`src/sv/fcwe_pkg.sv`:
```
`default_nettype none

package fcwe_pkg;

  typedef enum logic [2:0] {
    MODE_TICK        = 3'd0,
    MODE_STATUS_RD   = 3'd1,
    MODE_DATA_RD     = 3'd2,
    MODE_CMD_WR      = 3'd3,
    MODE_DATA_WR     = 3'd4
  } mode_t;

  localparam int unsigned MAX_DRIVES = 4;

  localparam logic [15:0] CRC_POLY   = 16'h1021;
  localparam logic [15:0] CRC_PRESET = 16'hFFFF;

  localparam logic [15:0] ST_TRK0  = 16'h0001;
  localparam logic [15:0] ST_READY = 16'h0002;
  localparam logic [15:0] ST_WP    = 16'h0004;
  localparam logic [15:0] ST_MORE  = 16'h0080;
  localparam logic [15:0] ST_CRC   = 16'h4000;
  localparam logic [15:0] ST_INDEX = 16'h8000;

  // command register bits
  localparam int unsigned CMD_MOTOR  = 4;
  localparam int unsigned CMD_SIDE   = 5;
  localparam int unsigned CMD_DIR    = 6;
  localparam int unsigned CMD_STEP   = 7;
  localparam int unsigned CMD_SEARCH = 8;
  localparam int unsigned CMD_MARK   = 9;

  // CRC-16-CCITT, MSB first, one byte
  function automatic logic [15:0] crc_shift8(input logic [15:0] crc, input logic [7:0] b);
    logic [15:0] c;
    c = crc ^ {b, 8'h00};
    for (int i = 0; i < 8; i++) begin
      c = c[15] ? ((c << 1) ^ CRC_POLY) : (c << 1);
    end
    return c;
  endfunction

endpackage

`default_nettype wire

```
`src/sv/floppy_controller_word_engine_unit.sv`:
```
// The result is registered and is valid in the cycle after the request is accepted.
// Throughput: one request per cycle; the result register is the only stage,
// and a new request is taken whenever it is empty or being drained.
// Reset (rst, synchronous, active high) clears all controller state,
// presets the running CRC to 0xFFFF and sets drive_count to 4.
`default_nettype none

module floppy_controller_word_engine_unit (
  input  wire logic        clk,
  input  wire logic        rst,
  input  wire logic        cfg_valid,
  output logic             cfg_ready,
  input  wire logic [2:0]  cfg_data,          // drive_count
  input  wire logic        s_axis_tvalid,
  output logic             s_axis_tready,
  // write_value[15:0], first_byte[23:16], second_byte[31:24], mark_under_head[32],
  // disk_loaded[33], write_protected[34], at_track_zero[35], at_index[36], zero[39:37]
  input  wire logic [39:0] s_axis_tdata,
  input  wire logic [2:0]  s_axis_tuser,      // mode
  output logic             m_axis_tvalid,
  input  wire logic        m_axis_tready,
  // read_word[15:0], disk_write_valid[16], disk_first_byte[24:17],
  // disk_second_byte[32:25], disk_write_mark[33], drive_select[35:34],
  // side_select[36], motor_enable[37], step_pulse[38], step_inward[39]
  output logic [39:0]      m_axis_tdata
);
  import fcwe_pkg::*;

  logic [2:0]  drive_count;
  logic [15:0] command_word, command_word_next;
  logic        drive_selected, drive_selected_next;
  logic [1:0]  drive_number, drive_number_next;
  logic        side_bit, side_bit_next;
  logic        more_data, more_data_next;
  logic        crc_good, crc_good_next;
  logic [15:0] data_latch, data_latch_next;
  logic [15:0] write_holding, write_holding_next;
  logic [15:0] shift_word, shift_word_next;
  logic        holding_full, holding_full_next;
  logic        shift_full, shift_full_next;
  logic        holding_is_mark, holding_is_mark_next;
  logic        shift_is_mark, shift_is_mark_next;
  logic        write_mode, write_mode_next;
  logic        search_armed, search_armed_next;
  logic        mark_search, mark_search_next;
  logic        crc_active, crc_active_next;
  logic [15:0] running_crc, running_crc_next;

  logic [15:0] write_value;
  logic [7:0]  first_byte, second_byte;
  logic        mark_under_head, disk_loaded, write_protected, at_track_zero, at_index;
  mode_t       mode;

  logic [15:0] rd;
  logic [7:0]  wlo, whi;
  logic        wvalid, wmark, step;
  logic [2:0]  drive_limit;
  logic        present_cur, present_new;
  logic [15:0] crc_tmp;
  logic        accept;
  logic [39:0] result;

  assign cfg_ready     = !rst;
  assign s_axis_tready = !rst && (!m_axis_tvalid || m_axis_tready);
  assign accept        = s_axis_tvalid && s_axis_tready;

  assign write_value     = s_axis_tdata[15:0];
  assign first_byte      = s_axis_tdata[23:16];
  assign second_byte     = s_axis_tdata[31:24];
  assign mark_under_head = s_axis_tdata[32];
  assign disk_loaded     = s_axis_tdata[33];
  assign write_protected = s_axis_tdata[34];
  assign at_track_zero   = s_axis_tdata[35];
  assign at_index        = s_axis_tdata[36];
  assign mode            = mode_t'(s_axis_tuser);

  assign drive_limit = (drive_count > 3'(MAX_DRIVES)) ? 3'(MAX_DRIVES) : drive_count;
  assign present_cur = drive_selected && ({1'b0, drive_number} < drive_limit);

  always_comb begin
    command_word_next    = command_word;
    drive_selected_next  = drive_selected;
    drive_number_next    = drive_number;
    side_bit_next        = side_bit;
    more_data_next       = more_data;
    crc_good_next        = crc_good;
    data_latch_next      = data_latch;
    write_holding_next   = write_holding;
    shift_word_next      = shift_word;
    holding_full_next    = holding_full;
    shift_full_next      = shift_full;
    holding_is_mark_next = holding_is_mark;
    shift_is_mark_next   = shift_is_mark;
    write_mode_next      = write_mode;
    search_armed_next    = search_armed;
    mark_search_next     = mark_search;
    crc_active_next      = crc_active;
    running_crc_next     = running_crc;
    rd                   = '0;
    wlo                  = '0;
    whi                  = '0;
    wvalid               = 1'b0;
    wmark                = 1'b0;
    step                 = 1'b0;
    crc_tmp              = running_crc;
    present_new          = present_cur;

    case (mode)
      MODE_TICK: begin
        if (command_word[CMD_MOTOR] && present_cur && disk_loaded) begin
          if (!write_mode) begin
            data_latch_next = {first_byte, second_byte};
            if (more_data) begin
              if (crc_active) begin
                crc_active_next = 1'b0;
                crc_good_next   = (running_crc == 16'h0000);
              end
            end else if (mark_search) begin
              if (mark_under_head) begin
                more_data_next   = 1'b1;
                mark_search_next = 1'b0;
                crc_active_next  = 1'b1;
                running_crc_next = crc_shift8(crc_shift8(CRC_PRESET, first_byte), second_byte);
              end
            end else begin
              more_data_next = 1'b1;
              if (crc_active) begin
                running_crc_next = crc_shift8(crc_shift8(running_crc, first_byte), second_byte);
              end
            end
          end else if (shift_full) begin
            wlo    = shift_word[7:0];
            whi    = shift_word[15:8];
            wvalid = 1'b1;
            wmark  = shift_is_mark;
            crc_tmp = shift_is_mark ? CRC_PRESET : running_crc;
            if (shift_is_mark || crc_active) begin
              crc_tmp = crc_shift8(crc_shift8(crc_tmp, wlo), whi);
            end
            running_crc_next   = crc_tmp;
            crc_active_next    = shift_is_mark || crc_active;
            shift_full_next    = 1'b0;
            shift_is_mark_next = 1'b0;
            if (holding_full) begin
              shift_word_next      = write_holding;
              shift_full_next      = 1'b1;
              holding_full_next    = 1'b0;
              shift_is_mark_next   = holding_is_mark;
              holding_is_mark_next = 1'b0;
              more_data_next       = 1'b1;
            end else if (shift_is_mark || crc_active) begin
              shift_word_next = {crc_tmp[7:0], crc_tmp[15:8]};
              shift_full_next = 1'b1;
              crc_active_next = 1'b0;
              crc_good_next   = 1'b1;
            end
          end
        end
      end
      MODE_STATUS_RD: begin
        if (!drive_selected) begin
          rd = '0;
        end else if (!present_cur) begin
          rd = ST_INDEX | ST_TRK0;
        end else begin
          rd = at_track_zero ? ST_TRK0 : 16'h0000;
          if (!disk_loaded) begin
            rd = rd | ST_INDEX;
          end else begin
            if (at_index)        rd = rd | ST_INDEX;
            if (write_protected) rd = rd | ST_WP;
            if (command_word[CMD_MOTOR]) begin
              rd = rd | ST_READY | (more_data ? ST_MORE : 16'h0000)
                 | (crc_good ? ST_CRC : 16'h0000);
            end
          end
        end
      end
      MODE_DATA_RD: begin
        more_data_next    = 1'b0;
        mark_search_next  = 1'b0;
        holding_full_next = 1'b0;
        shift_full_next   = 1'b0;
        write_mode_next   = 1'b0;
        rd = (present_cur && disk_loaded) ? data_latch : 16'h0000;
      end
      MODE_CMD_WR: begin
        command_word_next = write_value;
        drive_selected_next = |write_value[3:0];
        if (write_value[0])      drive_number_next = 2'd0;
        else if (write_value[1]) drive_number_next = 2'd1;
        else if (write_value[2]) drive_number_next = 2'd2;
        else if (write_value[3]) drive_number_next = 2'd3;
        else                     drive_number_next = 2'd0;
        present_new = drive_selected_next && ({1'b0, drive_number_next} < drive_limit);
        if (!write_value[CMD_MOTOR]) begin
          more_data_next = 1'b0;
          crc_good_next  = 1'b0;
        end
        if (drive_selected_next) begin
          side_bit_next = write_value[CMD_SIDE];
          if (write_value[CMD_STEP] && present_new) begin
            step = write_value[CMD_DIR] ? 1'b1 : !at_track_zero;
          end
          if (write_value[CMD_SEARCH]) begin
            search_armed_next = 1'b1;
          end else if (search_armed) begin
            search_armed_next = 1'b0;
            mark_search_next  = 1'b1;
            crc_active_next   = 1'b0;
            crc_good_next     = 1'b0;
            more_data_next    = 1'b0;
          end
          if (write_mode && write_value[CMD_MARK]) begin
            holding_is_mark_next = 1'b1;
            crc_good_next        = 1'b0;
            more_data_next       = 1'b0;
          end
        end
      end
      MODE_DATA_WR: begin
        write_mode_next  = 1'b1;
        mark_search_next = 1'b0;
        if (!holding_full && !shift_full) begin
          shift_word_next = write_value;
          shift_full_next = 1'b1;
          more_data_next  = 1'b1;
        end else if (!holding_full) begin
          write_holding_next = write_value;
          holding_full_next  = 1'b1;
          more_data_next     = 1'b0;
        end else if (!shift_full) begin
          shift_word_next      = write_holding;
          shift_full_next      = 1'b1;
          shift_is_mark_next   = holding_is_mark;
          holding_is_mark_next = 1'b0;
          write_holding_next   = write_value;
          holding_full_next    = 1'b1;
          more_data_next       = 1'b0;
        end else begin
          write_holding_next = write_value;
        end
      end
      default: begin
      end
    endcase

    result = {command_word_next[CMD_DIR],
              step,
              command_word_next[CMD_MOTOR] && present_new,
              side_bit_next,
              drive_selected_next ? drive_number_next : 2'd0,
              wmark, whi, wlo, wvalid, rd};
  end

  always_ff @(posedge clk) begin
    if (rst) begin
      drive_count <= 3'd4;
    end else if (cfg_valid && cfg_ready) begin
      drive_count <= cfg_data;
    end
  end

  always_ff @(posedge clk) begin
    if (rst) begin
      command_word    <= '0;
      drive_selected  <= 1'b0;
      drive_number    <= '0;
      side_bit        <= 1'b0;
      more_data       <= 1'b0;
      crc_good        <= 1'b0;
      data_latch      <= '0;
      write_holding   <= '0;
      shift_word      <= '0;
      holding_full    <= 1'b0;
      shift_full      <= 1'b0;
      holding_is_mark <= 1'b0;
      shift_is_mark   <= 1'b0;
      write_mode      <= 1'b0;
      search_armed    <= 1'b0;
      mark_search     <= 1'b0;
      crc_active      <= 1'b0;
      running_crc     <= CRC_PRESET;
    end else if (accept) begin
      command_word    <= command_word_next;
      drive_selected  <= drive_selected_next;
      drive_number    <= drive_number_next;
      side_bit        <= side_bit_next;
      more_data       <= more_data_next;
      crc_good        <= crc_good_next;
      data_latch      <= data_latch_next;
      write_holding   <= write_holding_next;
      shift_word      <= shift_word_next;
      holding_full    <= holding_full_next;
      shift_full      <= shift_full_next;
      holding_is_mark <= holding_is_mark_next;
      shift_is_mark   <= shift_is_mark_next;
      write_mode      <= write_mode_next;
      search_armed    <= search_armed_next;
      mark_search     <= mark_search_next;
      crc_active      <= crc_active_next;
      running_crc     <= running_crc_next;
    end
  end

  always_ff @(posedge clk) begin
    if (rst) begin
      m_axis_tvalid <= 1'b0;
    end else if (accept) begin
      m_axis_tvalid <= 1'b1;
    end else if (m_axis_tready) begin
      m_axis_tvalid <= 1'b0;
    end
  end

  always_ff @(posedge clk) begin
    if (accept) begin
      m_axis_tdata <= result;
    end
  end

endmodule

`default_nettype wire

```
`config.mk`:
```
export PLATFORM = sky130hd
export DESIGN_NAME = floppy_controller_word_engine_unit
export DESIGN_NICKNAME = d
export VERILOG_FILES = /design/src/sv/fcwe_pkg.sv /design/src/sv/floppy_controller_word_engine_unit.sv
export SDC_FILE = /design/constraint.sdc
export NUM_CORES = 1
export LEC_CHECK = 0
export ABC_AREA = 1
export BUFFER_PORTS_ARGS = -buffer_cell sky130_fd_sc_hd__buf_4
export CAP_MARGIN = 20
export CELL_PAD_IN_SITES_DETAIL_PLACEMENT = 1
export CELL_PAD_IN_SITES_GLOBAL_PLACEMENT = 2
export CORE_ASPECT_RATIO = 0.8
export CORE_UTILIZATION = 34
export DETAILED_ROUTE_END_ITERATION = 8
export GPL_TIMING_DRIVEN = 0
export PLACE_DENSITY = 0.87
export SKIP_CTS_REPAIR_TIMING = 1
export SYNTH_ARGS = -nofsm -noshare
export SYNTH_HDL_FRONTEND = slang
export SYNTH_SLANG_ARGS = --single-unit
```
`constraint.sdc`:
```
create_clock -name clk -period 2.71 [get_ports clk]
set_input_delay 0.542 -clock clk [delete_from_list [all_inputs] [get_ports clk]]
set_output_delay 0.542 -clock clk [all_outputs]
set_load 0.02 [all_outputs]
```
# Yosys cells after proc, flatten, opt, wreduce, memory -nomap -nowiden
# Index checks and enable logic that the tools add are counted.
[word_totals]
ff_bits = 129
latch_bits = 0
mem_bits_rw = 0
mem_bits_ro = 0
input_bits = 51
out_inout_bits = 43
elab_cells = 345
memories = 0
[op_classes]
add_sub_neg = 0
n_mul = 0
div = 0
magnitude_cmp = 3
n_eq_ne = 32
n_shift = 0
muxes = 176
bitwise_logic = 58
n_reduce_logical = 50
[ops]
columns = ["op", "n"]
rows = [
  ["$mux 13", 48],
  ["$mux 16", 26],
  ["$not 3->3", 48],
  ["$mux 1", 80],
  ["$xor 16x16->16", 5],
  ["$pmux 16 s2", 2],
  ["$reduce_and 8->1", 4],
  ["$ne 3x3->1 const B", 10],
  ["$ne 2x2->1 const B", 14],
  ["$logic_not 16->1", 1],
  ["$not 16->16", 1],
  ["$or 16x15->16", 1],
  ["$or 16x8->16", 1],
  ["$mux 15", 1],
  ["$logic_and 1x1->1", 12],
  ["$mux 2", 6],
  ["$ne 4x4->1 const B", 3],
  ["$pmux 1 s3", 4],
  ["$reduce_and 3->1", 4],
  ["$reduce_and 6->1", 2],
  ["$reduce_bool 3->1", 4],
  ["$reduce_and 11->1", 1],
  ["$reduce_and 9->1", 1],
  ["$mux 8", 1],
  ["22 further kinds", 39],
]

# Longest topological paths before layout
[depth]
ltp_word = 42
depth_mapped = 17
mapped_depth_nobuf = 16

# Worst setup path after synthesis
# No wires, ideal clock.
[synth_timing]
kind = "input port to flip-flop"
start = "input m_axis_tready"
end = "register shift_word[14]"
setup_ns = 0.116
arrival_ns = 2.637
t_required_ns = 2.594
setup_slack_ns = -0.043
cell_stages = 10
n_path_buf = 1
cell_sequence = "inv_1 > a21oi_1 > nand2_1 > inv_2 > nand2_1 > nor2_4 > nand2_2 > buf_4 > nor2_1 > a21oi_2"
[synth_between]
elab_chain_len = 4
[synth_rtl]
columns = ["element", "line_no", "source"]
rows = [
  ["start: declaration", "floppy_controller_word_engine_unit.sv:21", "input wire logic m_axis_tready,"],
  ["$logic_or 1x1->1", "floppy_controller_word_engine_unit.sv:64", "assign s_axis_tready = !rst && (!m_axis_tvalid || m_axis_tready);"],
  ["$logic_and 1x1->1", "floppy_controller_word_engine_unit.sv:64", ""],
  ["net s_axis_tready", "floppy_controller_word_engine_unit.sv:15", "output logic s_axis_tready,"],
  ["$logic_and 1x1->1", "floppy_controller_word_engine_unit.sv:65", "assign accept = s_axis_tvalid && s_axis_tready;"],
  ["net accept", "floppy_controller_word_engine_unit.sv:60", "logic accept;"],
  ["$reduce_and 8->1 (no line)", "n/a", ""],
  ["end signal: assignment", "floppy_controller_word_engine_unit.sv:293", "shift_word <= shift_word_next;"],
  ["end: declaration", "floppy_controller_word_engine_unit.sv:38", "logic [15:0] shift_word, shift_word_next;"],
]
# The timed path passes the listed nets, and every way through them passes these cells.
# A chain may end at the register's enable or synchronous reset.

# Worst setup path in the final report
[layout_timing]
start = "register shift_is_mark"
end = "register running_crc[3]"
[layout_between]
elab_chain_len = 21
word_cells_on_any_way = 24
cone_classes = "17 x mux; 6 x bitwise; 1 x reduce/logical"
[layout_rtl]
columns = ["element", "line_no", "source"]
rows = [
  ["start: declaration", "floppy_controller_word_engine_unit.sv:42", "logic shift_is_mark, shift_is_mark_next;"],
  ["start signal: assignment", "floppy_controller_word_engine_unit.sv:297", "shift_is_mark <= shift_is_mark_next;"],
  ["$mux 16", "floppy_controller_word_engine_unit.sv:136", "crc_tmp = shift_is_mark ? CRC_PRESET : running_crc;"],
  ["$xor 16x16->16", "fcwe_pkg.sv:36", "c = crc ^ {b, 8'h00};"],
  ["$mux 13", "fcwe_pkg.sv:38", "c = c[15] ? ((c << 1) ^ CRC_POLY) : (c << 1);"],
  ["$not 3->3 (no line)", "n/a", ""],
  ["$mux 13 (7 in a row)", "fcwe_pkg.sv:38", ""],
  ["$xor 16x16->16", "fcwe_pkg.sv:36", ""],
  ["$not 3->3 (no line)", "n/a", ""],
  ["$mux 13 (5 in a row)", "fcwe_pkg.sv:38", ""],
  ["$mux 16 (*)", "floppy_controller_word_engine_unit.sv:137", "if (shift_is_mark || crc_active) begin"],
  ["$mux 16 (*)", "floppy_controller_word_engine_unit.sv:131", "end else if (shift_full) begin"],
  ["$mux 16 (*)", "floppy_controller_word_engine_unit.sv:111", "if (!write_mode) begin"],
  ["end signal: assignment", "floppy_controller_word_engine_unit.sv:302", "running_crc <= running_crc_next;"],
  ["end: declaration", "floppy_controller_word_engine_unit.sv:47", "logic [15:0] running_crc, running_crc_next;"],
]
# Every way passes the cells marked *; elsewhere a longest branch is shown, timed or not. The select of a mux whose other input is x is not followed.

==> results.md <==
- Cell count after synthesis: 1148
- Avg Cell Area, Syn: around 7 sq um
- Rows: 50
- Syn nets: 1201
- Maximum root-to-sink buffer count: 2
- Crit-path slowest cell: a21oi_1
- Ratio of final minimum period to clock period: 91.4%
- Crit. Startpoint: shift_is_mark$_SDFFE_PP0P_
- FF-to-FF Start: shift_is_mark$_SDFFE_PP0P_
- Reg area: 0.00288 sq mm
- Area contributors post-synth: dfxtp_1 (20%), edfxtp_1 (15%), nand2_1 (13%)
- CTS buffer count: 17
- Layout cells sized above 1: 20.1%
- Class of the worst hold path: in -> reg
- Simple-gate share of the synthesized area: between 20 and 30%
- GPL Wtd Cong: 0.903
- CP Cell Sequence: buf_6 > inv_4 > nand2_1 > nand2_1 > nand2_1 > nand2_1 > nand2_1 > nand2_1 > nand2_1 > nand2_2 > nand2_2 > a21oi_1 > nand2_1 > nand2_1 > nand2_1 > nand3_1
- Initial Util: 34.9%
- Worst slew margin: between 50 and 60%
- Number of max-slew violations in the final report: 0
- Flop-to-flop setup slack: 0.23 ns
- Mapped Area: roughly 0.008 sq mm
- Register area share after synthesis: 35.0%
- Async set or reset register ratio after synthesis: 0%
- FF-to-FF path depth: 16
- Port bufs: 87
- Largest family of logic cells by synthesized area: simple AND/OR/NAND/NOR gates
- Startpoint Class: register
- Most frequent cell on the critical path: nand2_1
- Clock sink total: 124
- Setup TNS Final: 0 ns
- Clk_skew: ~0.012 ns
- H-tree levels: 4
- Ys flop type: dfxtp_1
- Fillers: 2984
- DRC Markers: 0
- Pin count of the biggest net entering global routing: 45
- Worst EP required: 3.07 ns
- Critical Path Stages: 16
- Post-Synth XOR/XNOR Area: approximately a tenth
- Global-route wire length before repair: 46.0 mm
- Drt total wl: just under 30 mm
- Pwr dens: 511 mW/mm^2
- Final HPWL DP: 23.1 mm
- Critical path buffers and inverters: 2
- Area grow syn2layout: 19.7%
- Die W: 176 um
- Antenna fix cells: 0
- Final worst path period need: ~2.5 ns
- Multi-input logic area: 0.00454 sq mm
- Top delay family on crit path: simple AND/OR/NAND/NOR gates
- Fmax: 0.404 GHz
- Reg clk slew, reported paths: 0.07 ns
- Die area: approximately 0.025 sq mm
- Status: complete, no violations
- DRT Pass-1 Iters: 7
- Routed WL per cell: 18.5 um
- Max Cap Viol: 0
- Worst setup EP type: register
- Hold Violations, Final: 0
- DR vias: 7977
- CTS Root Cell: clkbuf_16
- Peak supply drop: 0.306 mV
- Synthesized flop and latch total: 124
- CP max FO: 10
- Vias per cell: roughly 5
- Final hold slack: 0.321 ns
- Final ANT Viol Nets: 0
- Compound-gate portion of the synthesized area: between 10% and 20%
- Final nets: 1306
- Worst EP arrival: 2.84 ns
- Post-synth top area share: 20.4%
- Worst Setup EP: running_crc[3]$_SDFFE_PP1P_
- Count of cell types in the netlist: 52
- Vias in the first global route: 8214
- GRT Util Overall: 24.3%
- FF-to-FF End: running_crc[3]$_SDFFE_PP1P_
- Post-synthesis mux area share: 0%
- CP max stage delay: approximately 0.46 ns
- Die H: 141 um
- CTS tree: yes
- Post-synth EDFFs: 40
- Post-synth top area cell: dfxtp_1
- Antenna violations before repair: 0
- Min-Delay Path Depth: 3
- P_leak: 4.37 nW
- Adder-cell share of the synthesized area: 0.304%
- Top Ports: 94
- Initial DRC count: 587
- Synth warn: 0
- # setup viols final: 0
- Skew-Pair Late Insertion Delay: 0.43 ns
- Core area: roughly 0.024 sq mm
- Worst-Margin Slew: roughly 0.60 ns
- Total gr overflow: 0
- Setup CP Type: reg -> reg
-- worst min-delay path: stages --
cell and delay [ns]:
buf_4 0.08, a21oi_1 0.04, o21ai_0 0.06
-- layout by cell type (no fill, tap or decap), types with 8 or more instances in the layout --
master	Yosys	final
a21oi_1	82	82
xor2_2	9	9
inv_1	118	118
o211ai_1	10	10
nor2_1	94	94
o21ai_1	13	13
dfxtp_1	84	84
nand2_2	21	21
o22ai_1	8	8
inv_2	21	20
nor2_4	12	12
clkbuf_1	22	19
clkbuf_16	0	18
xor2_1	37	37
o21ai_0	81	81
buf_2	11	11
nand2_1	283	283
buf_4	5	92
nand3_1	88	88
xnor2_1	18	18
edfxtp_1	40	40
-- worst min path at each step --
stage	start	to	slack, ns
2_1_floorplan	data_latch[10]$_SDFFE_PP0P_	data_latch[10]$_SDFFE_PP0P_	0.43
3_3_place_gp	data_latch[11]$_SDFFE_PP0P_	data_latch[11]$_SDFFE_PP0P_	0.44
3_5_place_dp	data_latch[11]$_SDFFE_PP0P_	data_latch[11]$_SDFFE_PP0P_	0.45
4_1_cts	cfg_data[2]	drive_count[2]$_SDFFE_PP1P_	0.31
5_1_grt	cfg_data[1]	drive_count[1]$_SDFFE_PP0P_	0.34
6_report	cfg_data[2]	drive_count[2]$_SDFFE_PP1P_	0.32
-- state kept, by name, summed over array words and instances (netlist names), 2 cells and up --
register and flops:
data_latch 16, drive_number 2, write_holding 16, running_crc 16
shift_word 16, m_axis_tdata 40, command_word 2, drive_count 3
-- synth_stat cells (3+ instances only) --
master    instances
a211oi_1          6
a21oi_1          82
a21oi_2           7
a22oi_1           3
buf_2            11
buf_4             5
buf_6             7
clkbuf_1         22
dfxtp_1          84
edfxtp_1         40
inv_1           118
inv_2            21
inv_4             3
nand2_1         283
nand2_2          21
nand2_4           6
nand3_1          88
nand3_2           4
nor2_1           94
nor2_2            7
nor2_4           12
nor3_1            4
nor4_1            5
o211ai_1         10
o21a_1            3
o21ai_0          81
o21ai_1          13
o22ai_1           8
xnor2_1          18
xnor2_2           7
xor2_1           37
xor2_2            9
xor2_4            3
-- where the power goes --
group          leakage [nW]  total [mW]  internal [mW]  switching, mW
registers              1.06        1.97           1.95         0.0196
clock network         0.274        2.24           1.27          0.975
logic                  3.03       0.831          0.284          0.547
total                  4.37        5.04           3.50           1.54
-- layout make-up --
class / count / area share, %
repair buffers: 87 / 6.62
plain buffers: 45 / 2.77
flip-flops and latches: 124 / 29.2
clock inverters: 13 / 1.07
well taps: 312 / 3.96
inverters: 143 / 5.67
multi-input cells: 835 / 46.0
clock buffers: 19 / 4.71
-- metrics by stage --
step                      instance area [sq um]  power [mW]  util (%)  worst slack [ns]  std cells
after floorplan                            8240        2.54         -             0.171       1148
after global placement                     9280        2.82      39.4            -0.306       1547
after detailed placement                   9280        2.83      39.4            -0.295       1547
after CTS                                  9850        5.08      41.8            -0.299       1579
after global routing                       9860        5.23      41.8          -0.00511       1578
final                                      9860        5.04      41.8             0.232       1578
-- kinds of logic (layout without fill, tap and decap cells) --
| group | after synthesis | count (layout) |
|---|---|---|
| AND/OR/NAND/NOR | 535 | 535 |
| AO/OA/AOI/OAI | 224 | 224 |
| buffers and inverters | 189 | 307 |
| flip-flops | 124 | 124 |
| XOR/XNOR | 74 | 74 |
| adder cells (fa/ha/maj) | 2 | 2 |
-- metal layers --
metal	routed length (um)	track usage, %	vias up
li1	-	-	3937
met3	1430	4.72	29
met4	304	4.99	0
met5	0	0	-
met2	12700	37.2	181
met1	14700	35.2	3830
Note: power is estimated with default switching activity, not from simulation.
